<file path="config.mk">
export PLATFORM = sky130hd
export DESIGN_NAME = set_associative_cache_controller
export DESIGN_NICKNAME = d
export VERILOG_FILES = /design/src/hdl/sacc_pkg.sv /design/src/hdl/sacc_lookup.sv /design/src/hdl/set_associative_cache_controller.sv
export VERILOG_INCLUDE_DIRS = /design/src /design/src/hdl
export SDC_FILE = /design/constraint.sdc
export NUM_CORES = 2
export LEC_CHECK = 0
export ABC_CLOCK_PERIOD_IN_PS = 13200
export BUFFER_PORTS_ARGS = -buffer_cell sky130_fd_sc_hd__buf_2
export CAP_MARGIN = 15
export CORE_UTILIZATION = 45
export DETAILED_ROUTE_END_ITERATION = 16
export HOLD_SLACK_MARGIN = 0.03
export PLACE_DENSITY = 0.65
export SYNTH_ARGS = -nofsm -noshare
export SYNTH_HDL_FRONTEND = slang
export SYNTH_SLANG_ARGS = --single-unit
</file>
<file path="constraint.sdc">
create_clock -name clk -period 13.2 [get_ports clk]
set_input_delay 0 -clock clk [delete_from_list [all_inputs] [get_ports clk]]
set_output_delay 0 -clock clk [all_outputs]
set_load 0.02 [all_outputs]
</file>
<file path="src/hdl/assert_macros.svh">
// Assertion helpers, clocked on clk and quiet while arst_n is low.
`ifndef ASSERT_MACROS_SVH
`define ASSERT_MACROS_SVH

// Property must hold at every clock edge outside reset.
`define ASSERT_CLK(label, prop, msg) \
	label: assert property (@(posedge clk) disable iff (!arst_n) prop) else $error(msg);

// Expression must never be true at a clock edge outside reset.
`define ASSERT_NEVER(label, expr, msg) \
	label: assert property (@(posedge clk) disable iff (!arst_n) !(expr)) else $error(msg);

`endif

</file>
<file path="src/hdl/sacc_pkg.sv">
package sacc_pkg;

	localparam int SETS        = 16;
	localparam int WAYS        = 4;
	localparam int ADDR_BITS   = 32;
	localparam int OFFSET_BITS = 3;

	// SETS and WAYS are powers of two
	localparam int SET_BITS  = $clog2(SETS);
	localparam int WAY_BITS  = (WAYS > 1) ? $clog2(WAYS) : 1;
	localparam int TAG_BITS  = ADDR_BITS - OFFSET_BITS - SET_BITS;
	localparam int LINE_BITS = TAG_BITS + SET_BITS;

	localparam int WAY_OUT_BITS  = 2;
	localparam int WB_LINE_BITS  = 29;
	localparam int CFG_IDX_BITS  = 1;
	localparam int CFG_DATA_BITS = 2;
	localparam int LFSR_BITS     = 16;

	localparam logic [LFSR_BITS-1:0] LFSR_TAPS = 16'hB400;
	localparam logic [LFSR_BITS-1:0] LFSR_SEED = 16'h0001;

	localparam logic [CFG_IDX_BITS-1:0] CFG_POLICY  = 1'd0;
	localparam logic [CFG_IDX_BITS-1:0] CFG_WT_MODE = 1'd1;

	localparam logic [1:0] POL_LRU    = 2'd0;
	localparam logic [1:0] POL_FIFO   = 2'd1;
	localparam logic [1:0] POL_RANDOM = 2'd2;

	// Directory state of one set
	typedef struct packed {
		logic [WAYS-1:0][TAG_BITS-1:0] tag;
		logic [WAYS-1:0]               valid;
		logic [WAYS-1:0]               dirty;
		logic [WAYS-1:0][WAY_BITS-1:0] rank;
		logic [WAY_BITS-1:0]           fifo;
	} set_row_t;

	typedef struct packed {
		logic                    hit;
		logic [WAY_OUT_BITS-1:0] way;
		logic                    fill_needed;
		logic                    writeback_needed;
		logic [WB_LINE_BITS-1:0] writeback_line;
		logic                    memory_write;
	} result_t;

	function automatic set_row_t reset_row();
		set_row_t r;
		r = '0;
		for (int k = 0; k < WAYS; k++) begin
			r.rank[k] = WAY_BITS'(k);
		end
		return r;
	endfunction

	// Galois form, shift right
	function automatic logic [LFSR_BITS-1:0] lfsr_step(input logic [LFSR_BITS-1:0] s);
		logic [LFSR_BITS-1:0] n;
		n = s >> 1;
		if (s[0]) begin
			n = n ^ LFSR_TAPS;
		end
		return n;
	endfunction

endpackage

</file>
<file path="src/hdl/sacc_lookup.sv">
module sacc_lookup (
	input  sacc_pkg::set_row_t                   row,
	input  logic [sacc_pkg::TAG_BITS-1:0]        tag,
	input  logic [sacc_pkg::SET_BITS-1:0]        set_idx,
	input  logic                                 kind,
	input  logic [1:0]                           policy,
	input  logic                                 wt_mode,
	input  logic [sacc_pkg::LFSR_BITS-1:0]       lfsr,
	output sacc_pkg::set_row_t                   new_row,
	output sacc_pkg::result_t                    res,
	output logic                                 lfsr_adv,
	output logic [sacc_pkg::LFSR_BITS-1:0]       lfsr_next
);

	logic                              hit_found;
	logic                              empty_found;
	logic [sacc_pkg::WAY_BITS-1:0]     hit_way;
	logic [sacc_pkg::WAY_BITS-1:0]     empty_way;
	logic [sacc_pkg::WAY_BITS-1:0]     lru_way;
	logic [sacc_pkg::WAY_BITS-1:0]     w;
	logic [sacc_pkg::WAY_BITS-1:0]     r;
	logic                              wb;

	assign lfsr_next = sacc_pkg::lfsr_step(lfsr);

	// per-way match, first empty way, LRU way
	always_comb begin
		hit_found   = 1'b0;
		empty_found = 1'b0;
		hit_way     = '0;
		empty_way   = '0;
		lru_way     = '0;
		for (int k = sacc_pkg::WAYS - 1; k >= 0; k--) begin
			if (row.valid[k] && row.tag[k] == tag) begin
				hit_found = 1'b1;
				hit_way   = sacc_pkg::WAY_BITS'(k);
			end
			if (!row.valid[k]) begin
				empty_found = 1'b1;
				empty_way   = sacc_pkg::WAY_BITS'(k);
			end
			if (row.rank[k] == '0) begin
				lru_way = sacc_pkg::WAY_BITS'(k);
			end
		end
	end

	always_comb begin
		new_row  = row;
		lfsr_adv = 1'b0;
		w        = '0;
		r        = '0;
		if (hit_found) begin
			w = hit_way;
		end else if (empty_found) begin
			w = empty_way;
		end else begin
			case (policy)
				sacc_pkg::POL_LRU: begin
					w = lru_way;
				end
				sacc_pkg::POL_FIFO: begin
					w = row.fifo;
					if (row.fifo == sacc_pkg::WAY_BITS'(sacc_pkg::WAYS - 1)) begin
						new_row.fifo = '0;
					end else begin
						new_row.fifo = row.fifo + sacc_pkg::WAY_BITS'(1);
					end
				end
				default: begin
					lfsr_adv = 1'b1;
					w        = lfsr_next[sacc_pkg::WAY_BITS-1:0];
				end
			endcase
		end

		wb = !hit_found && !empty_found && row.dirty[w];

		if (!hit_found) begin
			new_row.valid[w] = 1'b1;
			new_row.dirty[w] = 1'b0;
			new_row.tag[w]   = tag;
		end

		// make w most recently used
		r = row.rank[w];
		for (int k = 0; k < sacc_pkg::WAYS; k++) begin
			if (row.rank[k] > r) begin
				new_row.rank[k] = row.rank[k] - sacc_pkg::WAY_BITS'(1);
			end
		end
		new_row.rank[w] = sacc_pkg::WAY_BITS'(sacc_pkg::WAYS - 1);

		if (kind && !wt_mode) begin
			new_row.dirty[w] = 1'b1;
		end

		res.hit              = hit_found;
		res.way              = sacc_pkg::WAY_OUT_BITS'(w);
		res.fill_needed      = !hit_found;
		res.writeback_needed = wb;
		res.writeback_line   = wb ? sacc_pkg::WB_LINE_BITS'({row.tag[w], set_idx}) : '0;
		res.memory_write     = kind && wt_mode;
	end

endmodule

</file>
<file path="src/hdl/set_associative_cache_controller.sv">
// Tag and replacement directory of a 16-set, 4-way cache with 8-byte lines.
// Each accepted item (kind, address) returns one result: hit, way, fill and
// dirty-victim write-back info, and a write-through flag. The sustained rate
// is one item per clock unless out_stall holds the output. All per-set state
// (tags, valid, dirty, LRU ranks, FIFO pointer) lives in one row RAM with a
// single registered read port read at acceptance and written, as the result
// is registered, when the item leaves the lookup stage; a same-set item that
// follows directly takes the updated row through a bypass. Per-set flops mark
// rows never written, which read as the reset state, so no clearing pass is
// needed after reset. Victim policy and write mode must be written through
// the cfg port while the block is idle; the block does not enforce it.
`include "assert_macros.svh"

module set_associative_cache_controller (
	input  logic                                     clk,
	input  logic                                     arst_n,
	input  logic                                     cfg_we,
	input  logic [sacc_pkg::CFG_IDX_BITS-1:0]        cfg_index,
	input  logic [sacc_pkg::CFG_DATA_BITS-1:0]       cfg_data,
	input  logic                                     in_valid,
	output logic                                     in_stall,
	input  logic                                     kind,
	input  logic [sacc_pkg::ADDR_BITS-1:0]           address,
	output logic                                     out_valid,
	input  logic                                     out_stall,
	output logic                                     hit,
	output logic [sacc_pkg::WAY_OUT_BITS-1:0]        way,
	output logic                                     fill_needed,
	output logic                                     writeback_needed,
	output logic [sacc_pkg::WB_LINE_BITS-1:0]        writeback_line,
	output logic                                     memory_write
);

	logic [1:0]                           policy_q;
	logic                                 wt_mode_q;
	logic [sacc_pkg::LFSR_BITS-1:0]       lfsr_q;
	logic [sacc_pkg::SETS-1:0]            row_init_q;

	logic                                 s1_valid_q;
	logic                                 kind_s1;
	logic [sacc_pkg::SET_BITS-1:0]        set_s1;
	logic [sacc_pkg::TAG_BITS-1:0]        tag_s1;
	logic                                 fwd_s1;
	sacc_pkg::set_row_t                   fwd_row_s1;
	sacc_pkg::set_row_t                   rd_row_s1;

	logic                                 out_valid_q;
	sacc_pkg::result_t                    res_q;

	sacc_pkg::set_row_t                   set_mem [sacc_pkg::SETS];

	logic [sacc_pkg::SET_BITS-1:0]        set_in;
	logic                                 out_free;
	logic                                 s1_move;
	logic                                 in_accept;
	sacc_pkg::set_row_t                   row_s1;
	sacc_pkg::set_row_t                   new_row;
	sacc_pkg::result_t                    res;
	logic                                 lfsr_adv;
	logic [sacc_pkg::LFSR_BITS-1:0]       lfsr_next;

	assign set_in    = address[sacc_pkg::OFFSET_BITS +: sacc_pkg::SET_BITS];
	assign out_free  = !out_valid_q || !out_stall;
	assign s1_move   = s1_valid_q && out_free;
	assign in_stall  = s1_valid_q && !out_free;
	assign in_accept = in_valid && !in_stall;

	always_comb begin
		if (fwd_s1) begin
			row_s1 = fwd_row_s1;
		end else if (row_init_q[set_s1]) begin
			row_s1 = rd_row_s1;
		end else begin
			row_s1 = sacc_pkg::reset_row();
		end
	end

	sacc_lookup u_lookup (
		.row       (row_s1),
		.tag       (tag_s1),
		.set_idx   (set_s1),
		.kind      (kind_s1),
		.policy    (policy_q),
		.wt_mode   (wt_mode_q),
		.lfsr      (lfsr_q),
		.new_row   (new_row),
		.res       (res),
		.lfsr_adv  (lfsr_adv),
		.lfsr_next (lfsr_next)
	);

	always_ff @(posedge clk) begin
		if (in_accept) begin
			rd_row_s1 <= set_mem[set_in];
		end
		if (s1_move) begin
			set_mem[set_s1] <= new_row;
		end
	end

	always_ff @(posedge clk) begin
		if (in_accept) begin
			kind_s1    <= kind;
			set_s1     <= set_in;
			tag_s1     <= address[sacc_pkg::OFFSET_BITS + sacc_pkg::SET_BITS +: sacc_pkg::TAG_BITS];
			fwd_row_s1 <= new_row;
		end
		if (s1_move) begin
			res_q <= res;
		end
	end

	always_ff @(posedge clk or negedge arst_n) begin
		if (!arst_n) begin
			policy_q    <= sacc_pkg::POL_LRU;
			wt_mode_q   <= 1'b0;
			lfsr_q      <= sacc_pkg::LFSR_SEED;
			row_init_q  <= '0;
			s1_valid_q  <= 1'b0;
			fwd_s1      <= 1'b0;
			out_valid_q <= 1'b0;
		end else begin
			if (cfg_we) begin
				case (cfg_index)
					sacc_pkg::CFG_POLICY:  policy_q  <= cfg_data;
					sacc_pkg::CFG_WT_MODE: wt_mode_q <= cfg_data[0];
					default: ;
				endcase
			end
			if (in_accept) begin
				s1_valid_q <= 1'b1;
				fwd_s1     <= s1_move && (set_in == set_s1);
			end else if (s1_move) begin
				s1_valid_q <= 1'b0;
			end
			if (s1_move) begin
				row_init_q[set_s1] <= 1'b1;
				out_valid_q        <= 1'b1;
				if (lfsr_adv) begin
					lfsr_q <= lfsr_next;
				end
			end else if (!out_stall) begin
				out_valid_q <= 1'b0;
			end
		end
	end

	assign out_valid        = out_valid_q;
	assign hit              = res_q.hit;
	assign way              = res_q.way;
	assign fill_needed      = res_q.fill_needed;
	assign writeback_needed = res_q.writeback_needed;
	assign writeback_line   = res_q.writeback_line;
	assign memory_write     = res_q.memory_write;

	`ASSERT_NEVER(a_stall_empty, in_stall && !s1_valid_q, "input stalled with empty lookup stage")
	`ASSERT_CLK(a_move_out, s1_move |=> out_valid, "item left lookup but no result shown")
	`ASSERT_CLK(a_wb_fill, out_valid && writeback_needed |-> fill_needed && !hit, "write-back without miss")
	`ASSERT_NEVER(a_lfsr_zero, lfsr_q == '0, "replacement LFSR locked at zero")

endmodule

</file>
* Word-level counts from Yosys, hierarchy flattened
Memory sizes are Yosys's and may differ from the RTL's. A register that Yosys moved wholly into a read port is not among the register bits.
Index checks and enable logic that the tools add are counted.
** Storage, ports and cells
- Bits of input ports :: 41
- Register bits after elaboration :: 221
- Memories kept :: 1
- RAM bits :: 1888
** Cells by class
- $lt $le $gt $ge :: 8
- Eq/ne operators :: 8
- Bitwise gates (word level) :: 8
- Add/subtract/negate cells :: 5
- Reduce and logical (&&, ||, !) cells :: 32
- Mux-type cells :: 62
** Memory list
- set_mem :: depth 16, bits a word 118, rd ports 1, clocked after Yosys merged registers in 1, wr ports 1, RTL line set_associative_cache_controller.sv:50 : sacc_pkg::set_row_t set_mem [sacc_pkg::SETS];
** Operators by type and width (count)
- $mux 118 :: 2
- $mux 108 :: 1
- $bwmux 100 :: 1
- $eq 25x25->1 :: 4
- $bmux 25 s2 :: 1
- $demux 25 s2 :: 1
- $mux 25 :: 2
- $mux 2 :: 24
- $mux 1 :: 21
- $mux 16 :: 1
- $or 16x16->16 :: 1
- $logic_and 1x1->1 :: 14
- $logic_not 2->1 :: 5
- $gt 2x2->1 :: 4
- $or 4x4->4 :: 2
- $or 8x8->8 :: 1
- $sub 2x1->2 const B :: 4
- $logic_not 1->1 :: 7
- $reduce_and 2->1 :: 3
- $lt 4x5->1 const B :: 1
- $and 4x4->4 :: 1
- $bmux 1 s4 :: 1
- $bmux 2 s2 :: 1
- $demux 1 s4 :: 1
- 19 further kinds :: 19

* Longest topological paths before layout
- Depth after elaboration :: 21
- Depth in mapped cells :: 29

* Cells and area by module
From an unflattened synthesis, not the netlist that was laid out.
** Second synthesis, totals
- Cell total of the unflattened synthesis :: 4101
- Area total of the unflattened synthesis :: 90514.3 um^2
** Modules (own cells, without submodules)
- set_associative_cache_controller :: sequential area each 66685.2 um^2, cells each 3581, area each 85996.2 um^2, times used 1
- sacc_lookup :: sequential area each 0.0 um^2, cells each 520, area each 4518.1 um^2, times used 1

* Worst setup path after synthesis
OpenSTA, ideal clock, no wires.
- Path kind :: flip-flop to flip-flop
- Start point :: register out_valid_q, in the netlist out_valid
- End point :: register row_init_q[3] (netlist name)
- Path slack :: 2588 ps
- Arrival :: 10496 ps
- Setup time :: 116 ps
- Buffers on the path :: 0
- Stages on the path, launching flop included :: 7
- Cells stage by stage :: dfrtp_1 -> nand2_1 -> nand2_1 -> inv_1 -> nand3_1 -> nor3_1 -> or2_2
** Between the ends
- Word-level cells in the longest chain between the ends :: 3
** Ends and longest elaborated chain
- start: declaration :: RTL line set_associative_cache_controller.sv:47 : logic out_valid_q;
- start signal: assignment :: RTL line set_associative_cache_controller.sv:121 : out_valid_q <= 1'b0;
- start signal: assignment :: RTL line set_associative_cache_controller.sv:138 : out_valid_q <= 1'b1;
- start signal: assignment :: RTL line set_associative_cache_controller.sv:143 : out_valid_q <= 1'b0;
- $logic_not 1->1 :: RTL line set_associative_cache_controller.sv:63 : assign out_free = !out_valid_q || !out_stall;
- $logic_or 1x1->1 :: RTL line set_associative_cache_controller.sv:63
- $logic_and 1x1->1 :: RTL line set_associative_cache_controller.sv:64 : assign s1_move = s1_valid_q && out_free;
- named net s1_move :: RTL line set_associative_cache_controller.sv:54 : logic s1_move;
- end signal: assignment :: RTL line set_associative_cache_controller.sv:118 : row_init_q <= '0;
- end signal: indexed assignment :: RTL line set_associative_cache_controller.sv:137 : row_init_q[set_s1] <= 1'b1;
- end: declaration :: RTL line set_associative_cache_controller.sv:37 : logic [sacc_pkg::SETS-1:0] row_init_q;
The timed path passes the listed nets, and every way through them passes these cells.
A chain may end at the register's enable or synchronous reset.

==> flow_summary.yaml <==
timing:
  fin_ws_ns: 4.74
  max_freq_mhz: 118
  slew_headroom_pct: 12.6
  period_minus_slack_ns: 8.46
  tightestPinTransition_ns: 1.28
  setup_viol: 0
  tns_ns: 0
  final_hold_viol_count: 0
  skew_ns: 0.0481
  holdWs_ns: 0.235
  rsz0062_at_grt: "false"
  drv_slew: 0
  period_share_pct: 64.1
cells_and_area:
  final_cell_mix: "edfxtp_1, mux4_2, clkbuf_16"
  area_delta_synth_final_pct: 13.6
  nNetsFinal: 4697
  final_util_pct: 51.6
  finalInstanceArea_um2: 101000
  drive_above_1_share_pct: 26.6
  final_common_cell: "edfxtp_1"
logic_synthesis:
  synthDistinctLibCells: 88
  ys_ff_latch: 2227
  synthFlopType: "edfxtp_1"
  syn-num-nets: 4378
  synth-edff-count: 2189
  synth_area_um2: 88800
  syn_inst: 4328
  ys_seq_area_share_pct: 75.1
  synthArstFlopShare_pct: 1.71
  syn_area_per_cell_um2: 20.5
  yosysWarnings: 0
critical_path:
  rr_startpoint: "fwd_s1"
  cp_top_family: "simple AND/OR/NAND/NOR gates"
  rrSetupSlack_ns: 4.74
  crit_path_start_kind: "flop"
  slowest_stage: "a21oi_1"
  ff2ff_path_depth: 16
  worstSetupPathDepth: 16
  cp_common_cell: "buf_4"
  r2r-end: "set_mem[10][29]"
  setup.worst_path.end_class: "flop"
  cp.arrival_ns: 8.95
  worstPathBufferInverterCount: 4
  crit_required_ns: 13.69
  worst-setup-path-type: "reg -> reg"
  max_stage_delay_ns: 0.83
  path_max_fanout: 56
  crit_chain: "buf_4 -> buf_4 -> nand2_1 -> a32oi_1 -> or4b_2 -> nor4_1 -> o21ai_0 -> nand3b_1 -> o21a_2 -> nand2_2 -> buf_4 -> nand2_1 -> nor2_4 -> buf_4 -> nor2_1 -> a21oi_1"
floorplanning:
  io_pins: 78
  fp.dieW_um: 446
  core-area_um2: 195000
  die-area_um2: 199000
  initial_core_util_pct: 45.4
  rows: 162
  die_h_um: 446
power_and_ir_drop:
  ir_worst_vdd_mv: 0.147
  power_density_nw_per_um2: 163
  p_leak_nw: 32.4
routing:
  routed_via_density: 6.23
  wl_um: 248000
  detail-route-antenna-nets: 0
  wl_per_cell_um: 33.2
  num_vias: 46400
  drcViolationCount: 0
  dr.pass1.iters: 7
  drt-initial-drc-count: 5920
clock_tree:
  clk_latency_ns: 0.88
  post_cts_resized: 0
  root_buffer: "clkbuf_16"
  cts_buffer_depth: 3
  cts_setup_buffers: 0
  cts_tree: "built"
  path_clk_slew_ns: 0.07
  cts.sinks: 2227
  cts_buffers: 214
  cts-htree-levels: 4
placed_design:
  detailedPlace.worstSlack_ns: 4.75
  place_congestion: 1.02
  dp_hpwl_um: 142000
  portBuffers: 74
  place_area_um2: 92800
global_route:
  antenna_found_initial: 5
  grt_max_degree: 120
  met3_usage_pct: 4.16
  gr-usage-all-layers_pct: 25.0
  grt_pass1_vias: 45900
  globalRouteOverflowTotal: 0
  use_met1_pct: 35.0
  grt_pass1_wl_um: 350000
  grt_busiest_layer: "met2"
  use_met2_pct: 39.3
min_path:
  min_to: "rd_row_s1[22]"
  hp-start: "address[3]"
  holdPathStages: 3
  worst_hold_path_type: "in -> reg"
job:
  drv_cap: 0
status:
  status: "finished, final reports clean"
-- worst max path at each step --
stage                                 end      start
after floorplan             row_init_q[3]  out_valid
after CTS                 set_mem[13][42]  set_s1[3]
after global placement     set_mem[4][18]  set_s1[3]
after global routing      set_mem[10][29]  set_s1[3]
final                     set_mem[10][29]     fwd_s1
after detailed placement  set_mem[13][42]  set_s1[3]
-- what timing repair did --
action                                  CTS  global route
hold endpoints to repair                187             0
hold buffers                             74             0
endpoints found under the setup margin    0             0
-- flip-flops by register name, summed over array words and instances (netlist names), 2 cells and up --
name            cells
set_mem          1888
set_s1              4
fwd_row_s1        118
writeback_line     29
way                 2
rd_row_s1         118
lfsr_q             16
policy_q            2
row_init_q         16
tag_s1             25
-- layer usage --
layer / vias up / routed length, um
li1: 18700 / -
met1: 24900 / 99200
met2: 2303 / 118000
met3: 482 / 19900
met4: 0 / 10600
met5: - / 0
-- synth_stat cells (22+ instances only) --
cell / n / area (um2)
edfxtp_1: 2189 / 65700
xnor2_1: 31 / 272
mux4_2: 590 / 13300
mux2i_1: 41 / 410
nand3_1: 23 / 115
buf_1: 53 / 199
nor3_1: 26 / 130
nand2_1: 141 / 529
dfrtp_1: 37 / 926
clkbuf_1: 146 / 548
o21ai_0: 63 / 315
nor2_1: 192 / 721
a22o_1: 50 / 438
o22ai_1: 40 / 250
nand2b_1: 31 / 194
buf_2: 38 / 190
a22oi_1: 22 / 165
mux2_2: 43 / 484
a21oi_1: 138 / 691
inv_1: 76 / 285
nand4_1: 28 / 175
-- power breakdown --
part / internal (mW) / total, mW / switching, mW
logic: 0.577 / 1.85 / 1.28
clock network: 3.31 / 5.96 / 2.65
registers: 8.42 / 8.58 / 0.156
total: 12.3 / 16.4 / 4.08
-- layout make-up --
cell class              count  area, um2
well taps                2624       3280
diodes                      3       7.51
fillers                 15400      94600
multi-input cells        1767      20900
flip-flops and latches   2227      66700
inverters                  86        330
clock inverters           132       1270
repair buffers            351       2780
clock buffers             258       5540
-- per-stage QoR --
stage                     power, mW  cells
after detailed placement       10.5   6930
final                          16.4   7448
after global routing           16.8   7445
after floorplan                9.70   4328
after CTS                      16.4   7394
after global placement         10.4   6928
-- cell families (layout without fill, tap and decap cells) --
logic type	count (synthesis)	after routing	synth area share (%)
multiplexers	678	678	16.0
flip-flops	2227	2227	75.1
AO/OA/AOI/OAI	485	485	3.80
adder cells (fa/ha/maj)	11	11	0.152
other	0	3	0
buffers and inverters	334	827	1.53
AND/OR/NAND/NOR	551	551	2.95
XOR/XNOR	42	42	0.414
-- worst register-to-register path, delay by kind of cell, from the launching register on --
kind / cells / cell delay (ns)
compound gates: 4 / 1.80
buf+inv: 4 / 2.70
flops: 1 / 0.79
simple gates: 8 / 2.80
No activity file was read; power rests on OpenSTA's default activity.
